**config.mk**
```make
export PLATFORM = sky130hd
export DESIGN_NAME = ack_window_timeout_controller_unit
export DESIGN_NICKNAME = d
export VERILOG_FILES = /design/src/sv/awtc_pkg.sv /design/src/sv/awtc_update.sv /design/src/sv/ack_window_timeout_controller_unit.sv
export SDC_FILE = /design/constraint.sdc
export NUM_CORES = 1
export LEC_CHECK = 0
export ABC_CLOCK_PERIOD_IN_PS = 4800
export BUFFER_PORTS_ARGS = -buffer_cell sky130_fd_sc_hd__buf_4
export CAP_MARGIN = 15
export CELL_PAD_IN_SITES_DETAIL_PLACEMENT = 1
export CELL_PAD_IN_SITES_GLOBAL_PLACEMENT = 2
export CORE_MARGIN = 2
export CORE_UTILIZATION = 39
export CTS_BUF_LIST = sky130_fd_sc_hd__clkbuf_4 sky130_fd_sc_hd__clkbuf_8
export DETAILED_ROUTE_END_ITERATION = 6
export GPL_TIMING_DRIVEN = 0
export PLACE_DENSITY = 0.79
export SYNTH_ARGS = -nofsm -noshare
export SYNTH_HDL_FRONTEND = slang
export SYNTH_SLANG_ARGS = --single-unit
```
**constraint.sdc**
```tcl
create_clock -name clk_i -period 4.8 [get_ports clk_i]
set_input_delay 0.48 -clock clk_i [delete_from_list [all_inputs] [get_ports clk_i]]
set_output_delay 0.48 -clock clk_i [all_outputs]
set_load 0.02 [all_outputs]
```
**src/sv/awtc_pkg.sv**
```systemverilog
// ----------------------------------------------------------------------------
// awtc_pkg: shared types and constants for the ack window timeout controller
// Field widths, reset values, event codes and the state/result records.
// ----------------------------------------------------------------------------
package awtc_pkg;

  localparam int unsigned WinW   = 8;
  localparam int unsigned TmoW   = 22;
  localparam int unsigned AckW   = 32;
  localparam int unsigned DupW   = 3;
  localparam int unsigned CfgIdxW = 2;

  localparam logic [TmoW-1:0] TmoMax     = 22'd4194303;
  localparam logic [TmoW-1:0] MsUs       = 22'd1000;
  localparam logic [TmoW-1:0] TmoFloor   = 22'd10000;
  localparam logic [WinW-1:0] WinFloor   = 8'd3;
  localparam logic [WinW-1:0] WinSmall   = 8'd4;
  localparam logic [WinW-1:0] WinReopen  = 8'd10;
  localparam logic [DupW-1:0] DupMax     = 3'd7;
  localparam logic [DupW-1:0] DupFirst   = 3'd3;
  localparam logic [DupW-1:0] DupSecond  = 3'd6;

  localparam logic [WinW-1:0] WinLimitRst = 8'd32;
  localparam logic [TmoW-1:0] InitTmoRst  = 22'd125000;
  localparam logic [TmoW-1:0] TmoCapRst   = 22'd3000000;

  localparam logic [1:0] ResendNone  = 2'd0;
  localparam logic [1:0] ResendOne   = 2'd1;
  localparam logic [1:0] ResendThree = 2'd3;

  typedef enum logic [2:0] {
    EV_NEW     = 3'd0,
    EV_DUP     = 3'd1,
    EV_OLD     = 3'd2,
    EV_INVALID = 3'd3,
    EV_TIMEOUT = 3'd4
  } event_kind_e;

  typedef enum logic [CfgIdxW-1:0] {
    CFG_WINDOW_LIMIT = 2'd0,
    CFG_INIT_TMO     = 2'd1,
    CFG_TMO_CAP      = 2'd2
  } cfg_idx_e;

  typedef enum logic {
    FUNC_ACK     = 1'b0,
    FUNC_TIMEOUT = 1'b1
  } func_e;

  typedef struct packed {
    logic [AckW-1:0] highest_ack;
    logic [DupW-1:0] dup_count;
    logic [WinW-1:0] window;
    logic [TmoW-1:0] timeout;
  } ctl_state_t;

  typedef struct packed {
    logic            func;
    logic            ack_ok;
    logic [AckW-1:0] ack_number;
  } beat_in_t;

  typedef struct packed {
    logic [WinW-1:0] window_limit;
    logic [TmoW-1:0] timeout_cap;
  } ctl_cfg_t;

  typedef struct packed {
    event_kind_e     kind;
    logic [WinW-1:0] window;
    logic [TmoW-1:0] timeout;
    logic [AckW-1:0] acked_level;
    logic [1:0]      resend;
    logic            restart;
  } beat_out_t;

endpackage

```
**src/sv/awtc_update.sv**
```systemverilog
// ----------------------------------------------------------------------------
// awtc_update: next-state and result logic for one event
// Classifies the event and computes the new window, timeout, ack level and
// duplicate count along with the resend and restart requests.
// ----------------------------------------------------------------------------
module awtc_update import awtc_pkg::*; (
  input  ctl_state_t state_i,
  input  beat_in_t   beat_i,
  input  ctl_cfg_t   cfg_i,
  output ctl_state_t state_o,
  output beat_out_t  result_o
);

  logic [TmoW:0]   tmo_dbl;
  logic [TmoW:0]   tmo_inc;
  logic [DupW-1:0] dup_inc;

  assign tmo_dbl = {state_i.timeout, 1'b0};
  assign tmo_inc = {1'b0, state_i.timeout} + {1'b0, MsUs};
  assign dup_inc = (state_i.dup_count < DupMax) ? state_i.dup_count + 3'd1
                                                : state_i.dup_count;

  always_comb begin
    state_o          = state_i;
    result_o.kind    = EV_OLD;
    result_o.resend  = ResendNone;
    result_o.restart = 1'b0;

    priority if (beat_i.func == FUNC_TIMEOUT) begin
      if (tmo_dbl > {1'b0, cfg_i.timeout_cap}) begin
        state_o.timeout = cfg_i.timeout_cap;
      end else begin
        state_o.timeout = tmo_dbl[TmoW-1:0];
      end
      if (state_i.window <= WinSmall) begin
        state_o.window = WinReopen;
      end else begin
        state_o.window = state_i.window >> 1;
      end
      state_o.dup_count = '0;
      result_o.restart  = 1'b1;
      result_o.kind     = EV_TIMEOUT;
    end else if (!beat_i.ack_ok) begin
      state_o.dup_count = '0;
      result_o.restart  = 1'b1;
      result_o.kind     = EV_INVALID;
    end else if (beat_i.ack_number > state_i.highest_ack) begin
      state_o.highest_ack = beat_i.ack_number;
      state_o.dup_count   = '0;
      if (state_i.timeout > TmoFloor) begin
        state_o.timeout = state_i.timeout - MsUs;
      end
      if (state_i.window < cfg_i.window_limit) begin
        state_o.window = state_i.window + 8'd1;
      end
      result_o.kind = EV_NEW;
    end else if (beat_i.ack_number == state_i.highest_ack) begin
      // duplicate: saturating timeout growth, window shrink, fast resend
      state_o.timeout   = tmo_inc[TmoW] ? TmoMax : tmo_inc[TmoW-1:0];
      state_o.dup_count = dup_inc;
      if (state_i.window > WinFloor) begin
        state_o.window = state_i.window - 8'd1;
      end
      if (dup_inc == DupSecond) begin
        result_o.resend = ResendThree;
      end else if (dup_inc == DupFirst) begin
        result_o.resend = ResendOne;
      end
      result_o.kind = EV_DUP;
    end else begin
      result_o.kind = EV_OLD;
    end

    result_o.window      = state_o.window;
    result_o.timeout     = state_o.timeout;
    result_o.acked_level = state_o.highest_ack;
  end

endmodule

```
**src/sv/ack_window_timeout_controller_unit.sv**
```systemverilog
// ----------------------------------------------------------------------------
// ack_window_timeout_controller_unit: sender-side window/timeout control
// Pipeline: an input beat passes through the input reg, then the result reg.
// Throughput: one event per cycle unless out_ready_i stalls the result reg.
// Reset: async active low; limit and cap regs go to 32 / 3000000, state to
// ack 0, dup 0, window 32, timeout 125000. Both pipe stages empty.
// ----------------------------------------------------------------------------
module ack_window_timeout_controller_unit import awtc_pkg::*; (
  input  logic                clk_i,
  input  logic                rst_ni,
  // configuration writes
  input  logic                cfg_we_i,
  input  logic [CfgIdxW-1:0]  cfg_index_i,
  input  logic [TmoW-1:0]     cfg_wdata_i,
  // event input channel
  input  logic                in_valid_i,
  output logic                in_ready_o,
  input  logic                func_i,
  input  logic                ack_ok_i,
  input  logic [AckW-1:0]     ack_number_i,
  // result channel
  output logic                out_valid_o,
  input  logic                out_ready_i,
  output logic [2:0]          event_kind_o,
  output logic [WinW-1:0]     window_size_o,
  output logic [TmoW-1:0]     timeout_us_o,
  output logic [AckW-1:0]     acked_level_o,
  output logic [1:0]          resend_count_o,
  output logic                restart_window_o
);

  // Configuration registers. The initial timeout only sets the reset load of
  // the timeout state, which uses the fixed reset value, so a write to it has
  // no effect and nothing is stored. A later write never touches state.
  logic [WinW-1:0] win_limit_q;
  logic [TmoW-1:0] tmo_cap_q;

  always_ff @(posedge clk_i or negedge rst_ni) begin
    if (!rst_ni) begin
      win_limit_q <= WinLimitRst;
      tmo_cap_q   <= TmoCapRst;
    end else if (cfg_we_i) begin
      unique case (cfg_idx_e'(cfg_index_i))
        CFG_WINDOW_LIMIT: win_limit_q <= cfg_wdata_i[WinW-1:0];
        CFG_INIT_TMO:     ;  // reset-only value, write dropped
        CFG_TMO_CAP:      tmo_cap_q   <= cfg_wdata_i;
        default: ;  // unused index, write dropped
      endcase
    end
  end

  // Stage 1: input register. Stage 2: result register.
  // The state update happens as a beat moves from stage 1 to stage 2, so
  // consecutive beats see each other's effect with no bubble.
  logic       s1_valid_q;
  beat_in_t   s1_beat_q;
  logic       s2_valid_q;
  beat_out_t  s2_res_q;
  logic       s2_free;
  logic       s1_move;
  logic       in_take;

  assign s2_free    = !s2_valid_q || out_ready_i;
  assign s1_move    = s1_valid_q && s2_free;
  assign in_ready_o = !s1_valid_q || s2_free;
  assign in_take    = in_valid_i && in_ready_o;

  always_ff @(posedge clk_i or negedge rst_ni) begin
    if (!rst_ni) begin
      s1_valid_q <= 1'b0;
    end else if (in_ready_o) begin
      s1_valid_q <= in_valid_i;
    end
  end

  always_ff @(posedge clk_i) begin
    if (in_take) begin
      s1_beat_q <= '{func: func_i, ack_ok: ack_ok_i, ack_number: ack_number_i};
    end
  end

  // Controller state
  ctl_state_t state_q, state_d;
  beat_out_t  res_d;
  ctl_cfg_t   cfg;

  assign cfg = '{window_limit: win_limit_q, timeout_cap: tmo_cap_q};

  awtc_update u_update (
    .state_i  (state_q),
    .beat_i   (s1_beat_q),
    .cfg_i    (cfg),
    .state_o  (state_d),
    .result_o (res_d)
  );

  always_ff @(posedge clk_i or negedge rst_ni) begin
    if (!rst_ni) begin
      state_q <= '{highest_ack: '0, dup_count: '0,
                   window: WinLimitRst, timeout: InitTmoRst};
    end else if (s1_move) begin
      state_q <= state_d;
    end
  end

  always_ff @(posedge clk_i or negedge rst_ni) begin
    if (!rst_ni) begin
      s2_valid_q <= 1'b0;
    end else if (s2_free) begin
      s2_valid_q <= s1_valid_q;
    end
  end

  always_ff @(posedge clk_i) begin
    if (s1_move) begin
      s2_res_q <= res_d;
    end
  end

  assign out_valid_o      = s2_valid_q;
  assign event_kind_o     = s2_res_q.kind;
  assign window_size_o    = s2_res_q.window;
  assign timeout_us_o     = s2_res_q.timeout;
  assign acked_level_o    = s2_res_q.acked_level;
  assign resend_count_o   = s2_res_q.resend;
  assign restart_window_o = s2_res_q.restart;

endmodule
```
### Word-level counts from Yosys, hierarchy flattened

Cells that the tools add are included.

* logic and storage cells: 68
* flip-flop bits (word level): 199

* reductions and logical operators: 11
* eq/ne operators: 5
* order comparisons: 7
* multiplexer cells: 21
* bitwise gates (word level): 2
* $add $sub $neg: 5

Operators with widths (number)
* 33-bit 2-to-1 mux: 3
* 32-bit 2-to-1 mux: 3
* 22-bit 2-to-1 mux: 3
* 32-bit equality test: 1
* 32-bit > comparator: 1
* 30-bit 2-to-1 mux: 1
* 22-bit by 10-bit adder with 23-bit output, second input constant: 1
* 23-bit by 22-bit > comparator with 1-bit output: 1
* 22-bit by 14-bit > comparator with 1-bit output, second input constant: 1
* 22-bit by 10-bit subtractor with 22-bit output, second input constant: 1
* 8-bit 2-to-1 mux: 2
* 3-bit 2-to-1 mux: 3
* 8-bit by 1-bit adder with 8-bit output, second input constant: 1
* 8-bit by 2-bit > comparator with 1-bit output, second input constant: 1
* 8-bit by 3-bit less-or-equal comparator with 1-bit output, second input constant: 1
* 8-bit < comparator: 1
* 8-bit by 1-bit subtractor with 8-bit output, second input constant: 1
* 7-bit 2-to-1 mux: 1
* 2-bit 2-to-1 mux: 3
* 2-bit AND reduction: 3
* 4-bit by 1-bit != test with 1-bit output, second input constant: 1
* 4-bit OR reduction: 1
* 3-bit by 1-bit adder with 3-bit output, second input constant: 1
* 3-bit by 2-bit equality test with 1-bit output, second input constant: 1
* other kinds (9): 14

### Logic depth before layout (Yosys ltp)

* depth in word-level cells: 6
* depth in mapped cells: 12
* gate-level depth less buffers: 10

### Hierarchy

A second synthesis with hierarchy kept.

* cells, all modules: 1062
* area, all modules: 11954.0 um2

By module, submodules not included
* ack_window_timeout_controller_unit: seq. area each 5514.0 um2, area an instance 6930.4 um2, instances 1, cells each 312
* awtc_update: seq. area each 0.0 um2, area an instance 5023.6 um2, instances 1, cells each 750

### Least setup slack after synthesis

No wires, ideal clock.

* path type: input to register
* start: input out_ready_i
* end: register s2_res_q (netlist bit acked_level_o[0]), enable pin
* buffers on the path: 2
* arrival time: 3.006 ns
* slack: 1.337 ns
* stages on the path: 5
* path through: nand2b_1 nand2_1 inv_1 buf_6 clkbuf_1

* longest elaborated chain between the ends: 2

RTL lines
* from (decl): RTL line ack_window_timeout_controller_unit.sv:23 `input logic out_ready_i,`
* 1-bit logical OR: RTL line ack_window_timeout_controller_unit.sv:63 `assign s2_free = !s2_valid_q || out_ready_i;`
* 1-bit logical AND: RTL line ack_window_timeout_controller_unit.sv:64 `assign s1_move = s1_valid_q && s2_free;`
* net s1_move: RTL line ack_window_timeout_controller_unit.sv:60 `logic s1_move;`
* to (signal assigned): RTL line ack_window_timeout_controller_unit.sv:116 `s2_res_q <= res_d;`
* to (decl): RTL line ack_window_timeout_controller_unit.sv:58 `beat_out_t s2_res_q;`

The timed path passes the listed nets, and every way through them passes these cells.
A chain may end at the register's enable or synchronous reset.

==> key figures <==
Timing
  • Slew @ Worst Pin: around 1.2 ns
  • Minimum clock period: about 4.3 ns
  • Period utilisation layout: roughly nine tenths
  • Slew HR: between 10% and 20%
  • Slew Limit Fails: 0
  • Max Clock Freq: ~230 MHz
  • Final hold violations: 0
  • Setup violators final: 0
  • RSZ-0062 raised after global routing: false
  • Clk_skew: 0.0195 ns
  • Worst hold margin: between 0.1 and 0.15 ns

Pwr
  • P_leak: around 5.5 nW
  • Maximum VDD drop: between 0.0002 and 0.00025 V
  • Pwr/cell area: 523 mW/mm²

Run
  • Max_cap viols: 0

Outcome
  • Status: finished clean

Floorplanning
  • Initial Util: between 30 and 40%
  • # IOs: ~130
  • Die Span Y: 174 µm
  • Core area: roughly 0.029 mm²
  • Die ar.: between 0.03 and 0.04 mm²
  • Die W: roughly 170 µm
  • Row count: just over 60

Setup path
  • Req. time, crit path: 5.07 ns
  • CP Capture Type: flop
  • CP arrival: 4.54 ns
  • Critical path type: flop to flop
  • Crit path max fanout: 7
  • Critical path launch point type: flop

Drt
  • Drt first pass iters: 5
  • ANT nets after route: 0
  • Initial drt markers: 573
  • Total Wirelength: approximately 36,000 µm
  • Via density: approximately 5.7
  • DR vias: 9,230
  • WL/cell: 21.9 µm
  • DRC viols: 0

Yosys
  • Ys flop type: edfxtp_1
  • YS warnings: 0
  • Cell Area, Synth: about 0.011 mm²
  • Mapped Nets: about 1,200
  • Post-Synth Adder-Cell Area: 7.34%
  • Synth Area in Simple Gates: approximately 14%
  • Synth Area in XOR/XNOR: 0.545%
  • Largest family of logic cells by synthesized area: compound AO/OA/AOI/OAI gates
  • Mean area per synthesized cell: roughly 10 µm²
  • Post-synthesis mux area share: between 7 and 8%
  • Flops & latches, synth: 199
  • Complex-gate fraction of the synthesized area: 15.2%
  • Synth unique cells: a little over 80
  • Post-synthesis cell count: about 1,100
  • Post-synth EDFFs: 102
  • Synth async-reset ratio: between 40% and 50%
  • Sequential area share after synthesis: 49.0%

CTS
  • CTS tree: yes
  • Hold-fix buffers, CTS: 1
  • Num CTS Buffers: 17
  • Maximum buffer depth of the clock tree: 2
  • # resized after CTS: 0
  • Clock Latency Late Sink: roughly 0.5 ns
  • # Post-CTS Setup Buffers: 0
  • CTS Sinks: 199
  • Reg clk slew, reported paths: 0.11 ns
  • H-tree levels: 4
  • CTS root buf: clkbuf_8

Place
  • Buffers on Ports: ~130
  • Routability congestion estimate: about 0.91
  • Placed insts: around 1,600
  • Post-DP HPWL: between 20,000 and 30,000 µm

Cells and area
  • Antenna cells: 0
  • Most frequent cells in the layout: buf_4 (133), nand2_1 (110), edfxtp_1 (102)
  • Fillcell total: 3,277
  • Layout cell share with drive strength beyond 1: between 20% and 30%
  • Commonest non-fill, non-tap cell in the layout: buf_4
  • Fin util: between 40% and 50%
  • Final nets: 1,364
  • Final cell count without fillers: around 1,600
  • Syn-to-layout area delta: 17.1%

Hold path
  • Worst min path class: primary input to flop

GRT
  • Initial antenna violation count: 0
  • Largest net degree at the start of global routing: 53
  • First-pass GRT wire length: 56,200 µm
  • GRT Resource Usage Total: between 20% and 30%
  • Gr ovfl total: 0
  • Vias in the first global route: 9,711
==> kinds of logic after synthesis <==
family / count (synthesis)
adders and majority gates: 66
DFF: 199
and+or+nand+nor: 320
muxes: 81
AOI/OAI and AO/OA: 261
xor gates and xnor gates: 7
buffers and inverters: 146
==> state kept, by name, summed over array words and instances (netlist names), 2 cells and up <==
register / count
window_size_o: 8
tmo_cap_q: 22
state_q: 65
acked_level_o: 32
timeout_us_o: 22
event_kind_o: 3
resend_count_o: 2
s1_beat_q: 34
win_limit_q: 8
==> stage by stage <==
step                setup TNS, ns  total power [W]  setup slack (ns)  cell area, µm²
floorplan                       0          0.00475              1.34           11300
global placement           -34.26          0.00576            -0.523           12700
detailed placement              0          0.00584             0.719           12800
CTS                             0          0.00693             0.691           13200
global route                    0          0.00738             0.460           13200
finish                          0          0.00689             0.528           13200
==> where the power goes <==
group	internal [W]	switching (W)	total (W)	leakage, nW
registers	0.00235	0.000290	0.00264	2.17
clock network	0.000377	0.000674	0.00105	0.180
logic	0.00127	0.00193	0.00320	3.13
total	0.00399	0.00290	0.00689	5.48
==> cell type report <==
| cell class | count | area (µm²) | share of cell area [%] |
|---|---|---|---|
| Clock inverter | 15 | 139 | 1.05 |
| Inverter | 77 | 289 | 2.19 |
| Buffer | 69 | 337 | 2.55 |
| Multi-Input combinational cell | 735 | 5120 | 38.8 |
| Sequential cell | 199 | 5510 | 41.8 |
| Clock buffer | 17 | 234 | 1.78 |
| Timing Repair Buffer | 136 | 1060 | 8.08 |
| Tap cell | 384 | 480 | 3.65 |
==> synth_stat cells (all sizes together), types with 4 or more instances <==
library cell  instances  area, µm²
a211o                 4       35.0
a211oi                6       45.0
a21o                 12       90.1
a21oi                47        235
a221o                 6       60.1
a221oi                4       35.0
a22o                  6       52.6
a22oi                12       95.1
a31oi                12       75.1
and2                  4       27.5
and3                  8       50.1
buf                  18        108
clkbuf               51        225
dfrtp                78       1950
dfstp                19        499
edfxtp              102       3060
ha                   66        826
inv                  77        289
mux2                 65        736
mux2i                16        160
nand2               111        419
nand2b                8       50.1
nand3                25        130
nand4                26        163
nand4b                4       50.1
nor2                 57        214
nor2b                 4       25.0
nor3                 21        105
nor4                 17        125
o211ai                5       37.5
o21a                  6       45.0
o21ai                82        410
o22ai                 9       56.3
o31a                  7       61.3
o31ai                10       75.1
or2                   6       37.5
or3                   7       43.8
or4                  12       97.6
xor2                  4       35.0
==> final timing paths <==
path | slack, ns | start | depth (start not counted) | to
worst max register to register | 0.53 | s1_beat_q[27] | 9 | timeout_us_o[6]
worst max-delay path | 0.53 | s1_beat_q[27] | 9 | timeout_us_o[6]
worst min register to register | 0.50 | s1_beat_q[33] | 0 | event_kind_o[2]
worst min-delay path | 0.13 | ack_number_i[15] | 1 | s1_beat_q[15]
min in group asynchronous | 0.49 | rst_ni | 2 | tmo_cap_q[20]
max in group asynchronous | 3.64 | rst_ni | 3 | tmo_cap_q[9]
==> critical path, stage by stage, from the launching register on <==
cell and delay, ns:
edfxtp_1 0.41, ha_1 0.33, nand4_1 0.25, or4_1 0.58
clkbuf_1 0.22, nor4_2 1.01, nor2_1 0.43, a31oi_1 0.27
nand3_1 0.12, o21ai_0 0.41
==> layer usage <==
layer	vias up	share of wire [%]	wire length [µm]	GRT usage (%)
met2	228	48	17300	40.6
li1	4299	-	-	-
met5	-	0	0	0
met3	51	5.0	1800	5.31
met1	4652	44	15700	31.1
met4	0	2.7	967	8.51
Note: power is estimated with default switching activity, not from simulation.
